### config.mk
export PLATFORM = sky130hd
export DESIGN_NAME = grid_shortest_path_search_unit
export DESIGN_NICKNAME = d
export VERILOG_FILES = /design/src/design/gsp_pkg.sv /design/src/design/gsp_ram.sv /design/src/design/grid_shortest_path_search_unit.sv
export SDC_FILE = /design/constraint.sdc
export NUM_CORES = 2
export LEC_CHECK = 0
export ABC_AREA = 1
export BUFFER_PORTS_ARGS = -buffer_cell sky130_fd_sc_hd__buf_2
export CORE_MARGIN = 2
export CORE_UTILIZATION = 64
export DETAILED_ROUTE_END_ITERATION = 10
export GPL_TIMING_DRIVEN = 0
export PLACE_DENSITY_LB_ADDON = 0.08
export SYNTH_ARGS = -nofsm -noshare
export SYNTH_HDL_FRONTEND = slang
export SYNTH_HIERARCHICAL = 1
export SYNTH_SLANG_ARGS = --single-unit
### constraint.sdc
create_clock -name i_clk -period 19.94 [get_ports i_clk]
set_input_delay 2.991 -clock i_clk [delete_from_list [all_inputs] [get_ports i_clk]]
set_output_delay 2.991 -clock i_clk [all_outputs]
set_load 0.02 [all_outputs]
### src/design/gsp_pkg.sv
// ----------------------------------------------------------------------------
// gsp_pkg
// shared types and constants for the grid shortest-path search unit
// ----------------------------------------------------------------------------
package gsp_pkg;

    localparam int CELL_W = 6;
    localparam int COST_W = 7;
    localparam int PAR_W  = 3;
    localparam int NODE_W = 1 + COST_W + PAR_W;

    localparam logic [COST_W-1:0] COST_INF = 7'd127;
    localparam logic [COST_W-1:0] COST_CAP = 7'd126;
    localparam logic [5:0]        LAST_K   = 6'd62;

    localparam logic [PAR_W-1:0] PAR_NONE  = 3'd0;
    localparam logic [PAR_W-1:0] PAR_ABOVE = 3'd1;
    localparam logic [PAR_W-1:0] PAR_BELOW = 3'd2;
    localparam logic [PAR_W-1:0] PAR_LEFT  = 3'd3;
    localparam logic [PAR_W-1:0] PAR_RIGHT = 3'd4;

    localparam logic [1:0] DIR_UP    = 2'd0;
    localparam logic [1:0] DIR_DOWN  = 2'd1;
    localparam logic [1:0] DIR_LEFT  = 2'd2;
    localparam logic [1:0] DIR_RIGHT = 2'd3;

    localparam logic OP_LOAD  = 1'b0;
    localparam logic OP_SOLVE = 1'b1;

    localparam logic CFG_WIDTH  = 1'b0;
    localparam logic CFG_HEIGHT = 1'b1;

    typedef enum logic [3:0] {
        S_IDLE,
        S_DEQ,
        S_DEQ_WAIT,
        S_CUR,
        S_NB,
        S_NB_CHK,
        S_PATH_RD,
        S_PATH_CHK,
        S_PATH_END
    } t_state;

    typedef struct packed {
        logic                vis;
        logic [COST_W-1:0]   cost;
        logic [PAR_W-1:0]    par;
    } t_node;

endpackage

### src/design/gsp_ram.sv
// ----------------------------------------------------------------------------
// gsp_ram
// generic single write, single read ram with registered read data
// ----------------------------------------------------------------------------
module gsp_ram #(
    parameter int WIDTH = 8,
    parameter int DEPTH = 64
) (
    input  logic                     i_clk,
    input  logic                     i_we,
    input  logic [$clog2(DEPTH)-1:0] i_waddr,
    input  logic [WIDTH-1:0]         i_wdata,
    input  logic [$clog2(DEPTH)-1:0] i_raddr,
    output logic [WIDTH-1:0]         o_rdata
);

    logic [WIDTH-1:0] r_mem [DEPTH];
    logic [WIDTH-1:0] r_rdata;

    always_ff @(posedge i_clk) begin
        if (i_we) begin
            r_mem[i_waddr] <= i_wdata;
        end
        r_rdata <= r_mem[i_raddr];
    end

    assign o_rdata = r_rdata;

endmodule

### src/design/grid_shortest_path_search_unit.sv
// ----------------------------------------------------------------------------
// grid_shortest_path_search_unit
// breadth-first shortest path search over a 4-connected obstacle grid
// ----------------------------------------------------------------------------
// A load item is taken in the idle state, and the unit stays idle. A solve item
// runs a queue-driven search in which each dequeue passes through the dequeue,
// dequeue-wait and current-cell states; an expanded cell then takes a neighbour
// state per direction and a check state per neighbour inside the grid, as the
// node ram has a single read port; the path is then streamed end cell first,
// each result through a read state and a check state. busy stays high for the
// whole solve, and results appear on o_valid for one cycle each and must be
// taken as they come.
module grid_shortest_path_search_unit #(
    parameter int MAX_ROWS    = 8,
    parameter int MAX_COLS    = 8,
    parameter int QUEUE_DEPTH = 256
) (
    input  logic       i_clk,
    input  logic       i_rst_n,
    input  logic       start,
    output logic       busy,
    input  logic       i_operation,
    input  logic [2:0] i_cell_row,
    input  logic [2:0] i_cell_col,
    input  logic       i_blocked,
    input  logic [2:0] i_goal_row,
    input  logic [2:0] i_goal_col,
    input  logic       i_cfg_we,
    input  logic       i_cfg_idx,
    input  logic [3:0] i_cfg_data,
    output logic       o_valid,
    output logic [2:0] o_path_col,
    output logic [2:0] o_path_row,
    output logic [5:0] o_path_index,
    output logic       o_found,
    output logic       o_last
);

    localparam int QA = $clog2(QUEUE_DEPTH);
    localparam int CELLS = 64;

    gsp_pkg::t_state r_state, n_state;

    logic [3:0]  r_grid_w, r_grid_h;
    logic [QA:0] r_head, n_head, r_tail, n_tail;
    logic [2:0]  r_cur_row, n_cur_row, r_cur_col, n_cur_col;
    logic [6:0]  r_cur_cost, n_cur_cost;
    logic [1:0]  r_dir, n_dir;
    logic [5:0]  r_nb, n_nb;
    logic [CELLS-1:0] r_touched, n_touched, r_obs_vld, n_obs_vld;
    logic        r_node_tch, r_obs_rv;
    logic [2:0]  r_pos_row, n_pos_row, r_pos_col, n_pos_col;
    logic [5:0]  r_k, n_k;
    logic        r_pend_vld, n_pend_vld;
    logic [2:0]  r_pend_row, n_pend_row, r_pend_col, n_pend_col;
    logic [5:0]  r_pend_k, n_pend_k;
    logic        r_out_valid, n_out_valid, r_out_found, n_out_found;
    logic        r_out_last, n_out_last;
    logic [2:0]  r_out_row, n_out_row, r_out_col, n_out_col;
    logic [5:0]  r_out_k, n_out_k;

    logic [3:0]  w_eff, h_eff;
    logic        node_we, obs_we, obs_wdata, q_we, obs_rdata;
    logic [5:0]  node_waddr, node_raddr, obs_waddr, obs_raddr, q_wdata, q_rdata;
    logic [QA-1:0] q_waddr, q_raddr;
    gsp_pkg::t_node node_wdata, node_raw, node_q;
    logic        nb_ok, obs_eff, mv_ok, in_grid;
    logic [2:0]  nb_row, nb_col, mv_row, mv_col;
    logic [7:0]  pc_sum;
    logic [6:0]  pc;
    logic [2:0]  back_par;

    // clamp of the configured dimensions
    always_comb begin
        if (r_grid_w == 4'd0) begin
            w_eff = 4'd1;
        end else if (r_grid_w > 4'(MAX_COLS)) begin
            w_eff = 4'(MAX_COLS);
        end else begin
            w_eff = r_grid_w;
        end
        if (r_grid_h == 4'd0) begin
            h_eff = 4'd1;
        end else if (r_grid_h > 4'(MAX_ROWS)) begin
            h_eff = 4'(MAX_ROWS);
        end else begin
            h_eff = r_grid_h;
        end
    end

    gsp_ram #(.WIDTH(gsp_pkg::NODE_W), .DEPTH(CELLS)) u_node_ram (
        .i_clk   (i_clk),
        .i_we    (node_we),
        .i_waddr (node_waddr),
        .i_wdata (node_wdata),
        .i_raddr (node_raddr),
        .o_rdata (node_raw)
    );

    gsp_ram #(.WIDTH(1), .DEPTH(CELLS)) u_obs_ram (
        .i_clk   (i_clk),
        .i_we    (obs_we),
        .i_waddr (obs_waddr),
        .i_wdata (obs_wdata),
        .i_raddr (obs_raddr),
        .o_rdata (obs_rdata)
    );

    gsp_ram #(.WIDTH(gsp_pkg::CELL_W), .DEPTH(QUEUE_DEPTH)) u_queue_ram (
        .i_clk   (i_clk),
        .i_we    (q_we),
        .i_waddr (q_waddr),
        .i_wdata (q_wdata),
        .i_raddr (q_raddr),
        .o_rdata (q_rdata)
    );

    // untouched entries read as cleared
    always_comb begin
        if (r_node_tch) begin
            node_q = node_raw;
        end else begin
            node_q.vis  = 1'b0;
            node_q.cost = gsp_pkg::COST_INF;
            node_q.par  = gsp_pkg::PAR_NONE;
        end
        obs_eff = r_obs_rv & obs_rdata;
    end

    // neighbour of the current cell
    always_comb begin
        nb_row   = r_cur_row;
        nb_col   = r_cur_col;
        nb_ok    = 1'b0;
        back_par = gsp_pkg::PAR_NONE;
        case (r_dir)
            gsp_pkg::DIR_UP: begin
                nb_row   = r_cur_row - 3'd1;
                nb_ok    = (r_cur_row != 3'd0);
                back_par = gsp_pkg::PAR_BELOW;
            end
            gsp_pkg::DIR_DOWN: begin
                nb_row   = r_cur_row + 3'd1;
                nb_ok    = ({1'b0, r_cur_row} + 4'd1) < h_eff;
                back_par = gsp_pkg::PAR_ABOVE;
            end
            gsp_pkg::DIR_LEFT: begin
                nb_col   = r_cur_col - 3'd1;
                nb_ok    = (r_cur_col != 3'd0);
                back_par = gsp_pkg::PAR_RIGHT;
            end
            gsp_pkg::DIR_RIGHT: begin
                nb_col   = r_cur_col + 3'd1;
                nb_ok    = ({1'b0, r_cur_col} + 4'd1) < w_eff;
                back_par = gsp_pkg::PAR_LEFT;
            end
            default: begin
                nb_ok = 1'b0;
            end
        endcase
        pc_sum = {1'b0, r_cur_cost} + 8'd1;
        pc     = (pc_sum > {1'b0, gsp_pkg::COST_CAP}) ? gsp_pkg::COST_CAP : pc_sum[6:0];
    end

    // parent step on the path walk
    always_comb begin
        mv_row = r_pos_row;
        mv_col = r_pos_col;
        mv_ok  = 1'b0;
        case (node_q.par)
            gsp_pkg::PAR_ABOVE: begin
                mv_row = r_pos_row - 3'd1;
                mv_ok  = (r_pos_row != 3'd0);
            end
            gsp_pkg::PAR_BELOW: begin
                mv_row = r_pos_row + 3'd1;
                mv_ok  = ({1'b0, r_pos_row} + 4'd1) < 4'(MAX_ROWS);
            end
            gsp_pkg::PAR_LEFT: begin
                mv_col = r_pos_col - 3'd1;
                mv_ok  = (r_pos_col != 3'd0);
            end
            gsp_pkg::PAR_RIGHT: begin
                mv_col = r_pos_col + 3'd1;
                mv_ok  = ({1'b0, r_pos_col} + 4'd1) < 4'(MAX_COLS);
            end
            default: begin
                mv_ok = 1'b0;
            end
        endcase
    end

    assign in_grid = ({1'b0, i_cell_row} < h_eff) && ({1'b0, i_cell_col} < w_eff)
                  && ({1'b0, i_goal_row} < h_eff) && ({1'b0, i_goal_col} < w_eff);

    // next state
    always_comb begin
        n_state = r_state;
        case (r_state)
            gsp_pkg::S_IDLE: begin
                if (start && i_operation == gsp_pkg::OP_SOLVE && in_grid) begin
                    n_state = gsp_pkg::S_DEQ;
                end
            end
            gsp_pkg::S_DEQ: begin
                n_state = (r_head < r_tail) ? gsp_pkg::S_DEQ_WAIT : gsp_pkg::S_PATH_RD;
            end
            gsp_pkg::S_DEQ_WAIT: n_state = gsp_pkg::S_CUR;
            gsp_pkg::S_CUR: begin
                n_state = node_q.vis ? gsp_pkg::S_DEQ : gsp_pkg::S_NB;
            end
            gsp_pkg::S_NB: begin
                if (nb_ok) begin
                    n_state = gsp_pkg::S_NB_CHK;
                end else if (r_dir == gsp_pkg::DIR_RIGHT) begin
                    n_state = gsp_pkg::S_DEQ;
                end
            end
            gsp_pkg::S_NB_CHK: begin
                n_state = (r_dir == gsp_pkg::DIR_RIGHT) ? gsp_pkg::S_DEQ : gsp_pkg::S_NB;
            end
            gsp_pkg::S_PATH_RD: n_state = gsp_pkg::S_PATH_CHK;
            gsp_pkg::S_PATH_CHK: begin
                if (node_q.par == gsp_pkg::PAR_NONE) begin
                    n_state = gsp_pkg::S_IDLE;
                end else if (!mv_ok || r_k == gsp_pkg::LAST_K) begin
                    n_state = gsp_pkg::S_PATH_END;
                end else begin
                    n_state = gsp_pkg::S_PATH_RD;
                end
            end
            gsp_pkg::S_PATH_END: n_state = gsp_pkg::S_IDLE;
            default: n_state = gsp_pkg::S_IDLE;
        endcase
    end

    // datapath and ram control
    always_comb begin
        n_head      = r_head;
        n_tail      = r_tail;
        n_cur_row   = r_cur_row;
        n_cur_col   = r_cur_col;
        n_cur_cost  = r_cur_cost;
        n_dir       = r_dir;
        n_nb        = r_nb;
        n_touched   = r_touched;
        n_obs_vld   = r_obs_vld;
        n_pos_row   = r_pos_row;
        n_pos_col   = r_pos_col;
        n_k         = r_k;
        n_pend_vld  = r_pend_vld;
        n_pend_row  = r_pend_row;
        n_pend_col  = r_pend_col;
        n_pend_k    = r_pend_k;
        n_out_valid = 1'b0;
        n_out_found = r_out_found;
        n_out_last  = r_out_last;
        n_out_row   = r_out_row;
        n_out_col   = r_out_col;
        n_out_k     = r_out_k;
        node_we     = 1'b0;
        node_waddr  = r_nb;
        node_wdata  = node_q;
        node_raddr  = r_nb;
        obs_we      = 1'b0;
        obs_waddr   = {i_cell_row, i_cell_col};
        obs_wdata   = i_blocked;
        obs_raddr   = r_nb;
        q_we        = 1'b0;
        q_waddr     = r_tail[QA-1:0];
        q_wdata     = r_nb;
        q_raddr     = r_head[QA-1:0];
        case (r_state)
            gsp_pkg::S_IDLE: begin
                if (start) begin
                    if (i_operation == gsp_pkg::OP_LOAD) begin
                        if (({1'b0, i_cell_row} < 4'(MAX_ROWS))
                                && ({1'b0, i_cell_col} < 4'(MAX_COLS))) begin
                            obs_we = 1'b1;
                            n_obs_vld[{i_cell_row, i_cell_col}] = 1'b1;
                        end
                    end else if (in_grid) begin
                        n_touched = '0;
                        n_touched[{i_cell_row, i_cell_col}] = 1'b1;
                        node_we         = 1'b1;
                        node_waddr      = {i_cell_row, i_cell_col};
                        node_wdata.vis  = 1'b0;
                        node_wdata.cost = '0;
                        node_wdata.par  = gsp_pkg::PAR_NONE;
                        q_we       = 1'b1;
                        q_waddr    = '0;
                        q_wdata    = {i_cell_row, i_cell_col};
                        n_head     = '0;
                        n_tail     = (QA+1)'(1);
                        n_pos_row  = i_goal_row;
                        n_pos_col  = i_goal_col;
                        n_k        = '0;
                        n_pend_vld = 1'b0;
                    end else begin
                        n_out_valid = 1'b1;
                        n_out_found = 1'b0;
                        n_out_last  = 1'b1;
                        n_out_row   = '0;
                        n_out_col   = '0;
                        n_out_k     = '0;
                    end
                end
            end
            gsp_pkg::S_DEQ: begin
                if (r_head < r_tail) begin
                    n_head = r_head + (QA+1)'(1);
                end
            end
            gsp_pkg::S_DEQ_WAIT: begin
                node_raddr = q_rdata;
                n_cur_row  = q_rdata[5:3];
                n_cur_col  = q_rdata[2:0];
            end
            gsp_pkg::S_CUR: begin
                if (!node_q.vis) begin
                    node_we        = 1'b1;
                    node_waddr     = {r_cur_row, r_cur_col};
                    node_wdata.vis = 1'b1;
                    n_touched[{r_cur_row, r_cur_col}] = 1'b1;
                    n_cur_cost = node_q.cost;
                    n_dir      = gsp_pkg::DIR_UP;
                end
            end
            gsp_pkg::S_NB: begin
                node_raddr = {nb_row, nb_col};
                obs_raddr  = {nb_row, nb_col};
                n_nb       = {nb_row, nb_col};
                if (!nb_ok) begin
                    n_dir = r_dir + 2'd1;
                end
            end
            gsp_pkg::S_NB_CHK: begin
                if (!node_q.vis && !obs_eff && r_tail < (QA+1)'(QUEUE_DEPTH)) begin
                    q_we   = 1'b1;
                    n_tail = r_tail + (QA+1)'(1);
                end
                if (pc < node_q.cost) begin
                    node_we         = 1'b1;
                    node_wdata.cost = pc;
                    node_wdata.par  = back_par;
                    n_touched[r_nb] = 1'b1;
                end
                n_dir = r_dir + 2'd1;
            end
            gsp_pkg::S_PATH_RD: begin
                node_raddr = {r_pos_row, r_pos_col};
            end
            gsp_pkg::S_PATH_CHK: begin
                if (node_q.par == gsp_pkg::PAR_NONE) begin
                    n_out_valid = 1'b1;
                    n_out_last  = 1'b1;
                    n_out_found = r_pend_vld;
                    n_out_row   = r_pend_vld ? r_pend_row : 3'd0;
                    n_out_col   = r_pend_vld ? r_pend_col : 3'd0;
                    n_out_k     = r_pend_vld ? r_pend_k : 6'd0;
                end else begin
                    if (r_pend_vld) begin
                        n_out_valid = 1'b1;
                        n_out_last  = 1'b0;
                        n_out_found = 1'b1;
                        n_out_row   = r_pend_row;
                        n_out_col   = r_pend_col;
                        n_out_k     = r_pend_k;
                    end
                    n_pend_vld = 1'b1;
                    n_pend_row = r_pos_row;
                    n_pend_col = r_pos_col;
                    n_pend_k   = r_k;
                    n_pos_row  = mv_row;
                    n_pos_col  = mv_col;
                    n_k        = r_k + 6'd1;
                end
            end
            gsp_pkg::S_PATH_END: begin
                n_out_valid = 1'b1;
                n_out_last  = 1'b1;
                n_out_found = 1'b1;
                n_out_row   = r_pend_row;
                n_out_col   = r_pend_col;
                n_out_k     = r_pend_k;
            end
            default: begin
                n_out_valid = 1'b0;
            end
        endcase
    end

    always_ff @(posedge i_clk) begin
        if (!i_rst_n) begin
            r_state     <= gsp_pkg::S_IDLE;
            r_grid_w    <= 4'd8;
            r_grid_h    <= 4'd8;
            r_obs_vld   <= '0;
            r_touched   <= '0;
            r_head      <= '0;
            r_tail      <= '0;
            r_out_valid <= 1'b0;
            r_pend_vld  <= 1'b0;
        end else begin
            r_state     <= n_state;
            r_obs_vld   <= n_obs_vld;
            r_touched   <= n_touched;
            r_head      <= n_head;
            r_tail      <= n_tail;
            r_out_valid <= n_out_valid;
            r_pend_vld  <= n_pend_vld;
            if (i_cfg_we) begin
                if (i_cfg_idx == gsp_pkg::CFG_WIDTH) begin
                    r_grid_w <= i_cfg_data;
                end else begin
                    r_grid_h <= i_cfg_data;
                end
            end
        end
    end

    always_ff @(posedge i_clk) begin
        r_cur_row   <= n_cur_row;
        r_cur_col   <= n_cur_col;
        r_cur_cost  <= n_cur_cost;
        r_dir       <= n_dir;
        r_nb        <= n_nb;
        r_pos_row   <= n_pos_row;
        r_pos_col   <= n_pos_col;
        r_k         <= n_k;
        r_pend_row  <= n_pend_row;
        r_pend_col  <= n_pend_col;
        r_pend_k    <= n_pend_k;
        r_out_found <= n_out_found;
        r_out_last  <= n_out_last;
        r_out_row   <= n_out_row;
        r_out_col   <= n_out_col;
        r_out_k     <= n_out_k;
        r_node_tch  <= r_touched[node_raddr];
        r_obs_rv    <= r_obs_vld[obs_raddr];
    end

    assign busy         = (r_state != gsp_pkg::S_IDLE);
    assign o_valid      = r_out_valid;
    assign o_path_col   = r_out_col;
    assign o_path_row   = r_out_row;
    assign o_path_index = r_out_k;
    assign o_found      = r_out_found;
    assign o_last       = r_out_last;

`ifndef ASSERT_OFF
    a_notfound_last: assert property (@(posedge i_clk) disable iff (!i_rst_n)
        (o_valid && !o_found) |-> (o_last && o_path_index == 6'd0))
        else $error("not-found item without last");
    a_head_le_tail: assert property (@(posedge i_clk) disable iff (!i_rst_n)
        (r_head <= r_tail) && (r_tail <= (QA+1)'(QUEUE_DEPTH)))
        else $error("queue pointers out of order");
    a_index_range: assert property (@(posedge i_clk) disable iff (!i_rst_n)
        o_valid |-> (o_path_index <= gsp_pkg::LAST_K))
        else $error("path index beyond limit");
    a_last_idle: assert property (@(posedge i_clk) disable iff (!i_rst_n)
        (o_valid && o_last) |-> !busy)
        else $error("last item while still searching");
`endif

endmodule
==> out/metrics.cfg <==
[status]
outcome = finished, violations left
violations = max-capacitance violations, max-slew violations

[placed_design]
port_buffers = 38
dp_hpwl_mm = 261
gp_congestion = 1.02

[finish]
drive_above_1_share = 0.0899
nFillCells = 11800
areaGrowthSynthToFinish_pct = 12.2
nets = 10700
final_common_cell = nand2_1
layout_common_cells = nand2_1 (3070), edfxtp_1 (2357), nand3_1 (2336), nor2_1 (709)

[critical_path]
path_max_fanout = 10
end_kind = flop
start_kind = input pin
reg2reg_from = r_cur_cost[0]$_DFFE_PP_
arrival_ns = 7.74
cp.required_ns = 20.49
critPathKind = in2reg
critPathLaunch = i_cell_row[0]

[logic_synthesis]
yosysUniqueCellTypes = 52
synth_compound_area_frac = 0.0233
synthTopCellsByArea = edfxtp_1 (65%), nand3_1 (11%), nand2_1 (11%), dfxtp_1 (3.4%), nor2_1 (2.5%)
synth_fa_ha_area_frac = 0.00578
synthFlopType = edfxtp_1
synth_fp_nets = 10300
syn_area_per_cell_um2 = 10.6
syn_area_um2 = 109000
yosysTopAreaCellShare = 0.649
synth_simple_gate_area_frac = 0.244
async_reset_ff_frac = 0
yosysSeqAreaShare = 0.683
synth_top_family_by_area = simple AND/OR/NAND/NOR gates
synth_seq_cells = 2543
ys_warn_count = 6
synthXorXnorAreaFrac = 0.00145
muxShareOfSynthArea = 0
synth_cells = 10300
synth.largest_area_cell = edfxtp_1
synth_edf_count = 2357

[clocking]
root_buffer = clkbuf_16
cts-buffers-inserted = 278
ctsHoldBuffers = 0
ctsResizeCount = 0
clock-sinks = 2543
clk_pin_slew_ns = 0.06
postCtsSetupBuffers = 0
cts_tree = built
cts.path.max_buffers = 4
cts.htree.levels = 5
clock_latency_ns = 0.95

[timing]
post-route-period-util = 0.361
fin_tns_setup_ns = 0
slew_headroom = -0.105
post-route-min-period_ns = 7.19
slew_violations = 51
setup_viol = 0
fmax_mhz = 139
fin_worst_skew_ns = 0.0509
hold_viol = 0
worstMarginPinSlew_ns = 1.66
rsz0062_at_grt = no

[global_routing]
grt.total_usage = 0.424
met2_usage = 0.651
grt_max_degree = 65
grt_pass1_vias = 78900
busiest_layer = met2
overflow = 0
use_met3 = 0.0919
grt_pass1_wl_mm = 528
use_met1 = 0.541
antenna_found_initial = 15

[floorplanning]
start_util = 0.644
num_io_pins = 39
row_count = 151
design.core.area_um2 = 169000
die_h_um = 417
die_w_um = 417
die-area_um2 = 174000

[drt]
drc = 0
wl_per_cell_um = 28.5
vias = 84800
drt_iter0_drc = 14200
viasPerCell = 6.49
firstDrtPassIters = 7
antenna_left = 0
drt_wl_total_mm = 372

[run]
maxCapViolCount = 7

[pwr]
p_per_area_nw_per_um2 = 173
power_mw = 21.1
ir_drop_mv = 0.119
power_leakage_nw = 44.5

[min_path]
worstHoldPathType = reg2reg
holdCritStartpoint = r_obs_vld[29]$_SDFFE_PN0P_

## Yosys cell counts (4+ instances only)
| library cell | count |
|---|---|
| o21ai_0 | 123 |
| nor3_1 | 65 |
| nand3_1 | 2336 |
| dfxtp_1 | 186 |
| nand2_2 | 6 |
| xnor2_1 | 5 |
| clkbuf_1 | 181 |
| nor4_1 | 7 |
| buf_6 | 29 |
| buf_2 | 279 |
| o21a_1 | 4 |
| fa_1 | 4 |
| nor3b_1 | 4 |
| inv_2 | 18 |
| nor2_1 | 717 |
| ha_1 | 44 |
| nand4_1 | 22 |
| a221oi_1 | 12 |
| a31oi_1 | 15 |
| o211ai_1 | 42 |
| a21oi_1 | 186 |
| buf_4 | 106 |
| buf_1 | 35 |
| inv_1 | 317 |
| o221ai_1 | 4 |
| xor2_1 | 13 |
| a211oi_1 | 7 |
| a41oi_1 | 4 |
| a21boi_0 | 5 |
| edfxtp_1 | 2357 |
| o22ai_1 | 22 |
| nand2_1 | 3070 |
## path summary, 6_finish.rpt
kind | to | cells after the start | slack [ns]
hold / removal | r_obs_vld[29]$_SDFFE_PN0P_ | 2 | 0.46
setup / recovery | u_queue_ram/r_mem[106][2]$_DFFE_PP_ | 18 | 12.75
setup reg to reg | u_node_ram/r_mem[45][3]$_DFFE_PP_ | 19 | 14.00
hold reg to reg | r_obs_vld[29]$_SDFFE_PN0P_ | 2 | 0.46
## layer usage
layer | vias to the layer above | share of wire
met5 | - | 0.00017
met2 | 6540 | 0.45
met4 | 10 | 0.085
met3 | 1450 | 0.12
li1 | 36500 | -
met1 | 40400 | 0.34
## power breakdown
group          switching (mW)  leakage, nW  internal (mW)
combinational            6.72         17.6           2.34
sequential             0.0784         22.8           7.15
clock                    2.04         4.10           2.81
total                    8.84         44.5           12.3
## cell type report
| cell class | count | area (µm²) | area share |
|---|---|---|---|
| Buffer | 631 | 3360 | 0.0275 |
| Multi-Input combinational cell | 6744 | 30100 | 0.247 |
| Inverter | 339 | 1280 | 0.0104 |
| Antenna cell | 11 | 27.5 | 0.000225 |
| Timing Repair Buffer | 114 | 1810 | 0.0148 |
| Clock inverter | 135 | 1010 | 0.00825 |
| Sequential cell | 2543 | 74500 | 0.609 |
| Tap cell | 2218 | 2780 | 0.0227 |
| Clock buffer | 333 | 7380 | 0.0604 |
## registers in the layout, indices dropped and copies added, names as in the netlist, 4 cells and up
signal               cells
r_k                      6
o_path_index             6
r_obs_vld               64
u_node_ram/r_mem       704
r_pend_k                 6
r_grid_h                 4
r_grid_w                 4
r_tail                   9
r_cur_cost               7
r_nb                     6
r_head                   9
u_node_ram/o_rdata      11
r_touched               64
u_queue_ram/o_rdata      6
r_state                  4
u_queue_ram/r_mem     1536
u_obs_ram/r_mem         64
## per-stage QoR
step / setup WS (ns) / utilization / std cells / hold WS [ns] / instance area, µm²
after floorplan: 3.94 / - / 10300 / 0.408 / 109000
after global placement: -11.22 / 0.662 / 12500 / 0.445 / 112000
after detailed placement: 12.09 / 0.672 / 12600 / 0.451 / 114000
after CTS: 13.04 / 0.722 / 13100 / 0.464 / 122000
after global routing: 12.62 / 0.722 / 13100 / 0.481 / 122000
final: 12.75 / 0.722 / 13100 / 0.463 / 122000
## logic make-up after synthesis
| kind of cell | Yosys count |
|---|---|
| flops | 2543 |
| simple gates | 6237 |
| buf+inv | 970 |
| xor+xnor | 18 |
| compound gates | 441 |
| fa+ha+maj | 48 |
## critical path, cell delays in order
cell and delay, ns:
buf_2 0.20, inv_1 0.32, nand3_1 0.12, nand2_1 0.07, nand2_1 0.04, nand2_1 0.05
nand3_1 0.06, nand2_1 0.09, nand3_1 0.18, nor2_1 0.29, clkbuf_1 0.55, nor2_1 0.27
inv_1 0.13, nand2_1 0.12, nor2_1 0.21, nand2_1 0.50, clkbuf_2 0.73, nor2_1 0.79
Note: power is estimated with default switching activity, not from simulation.
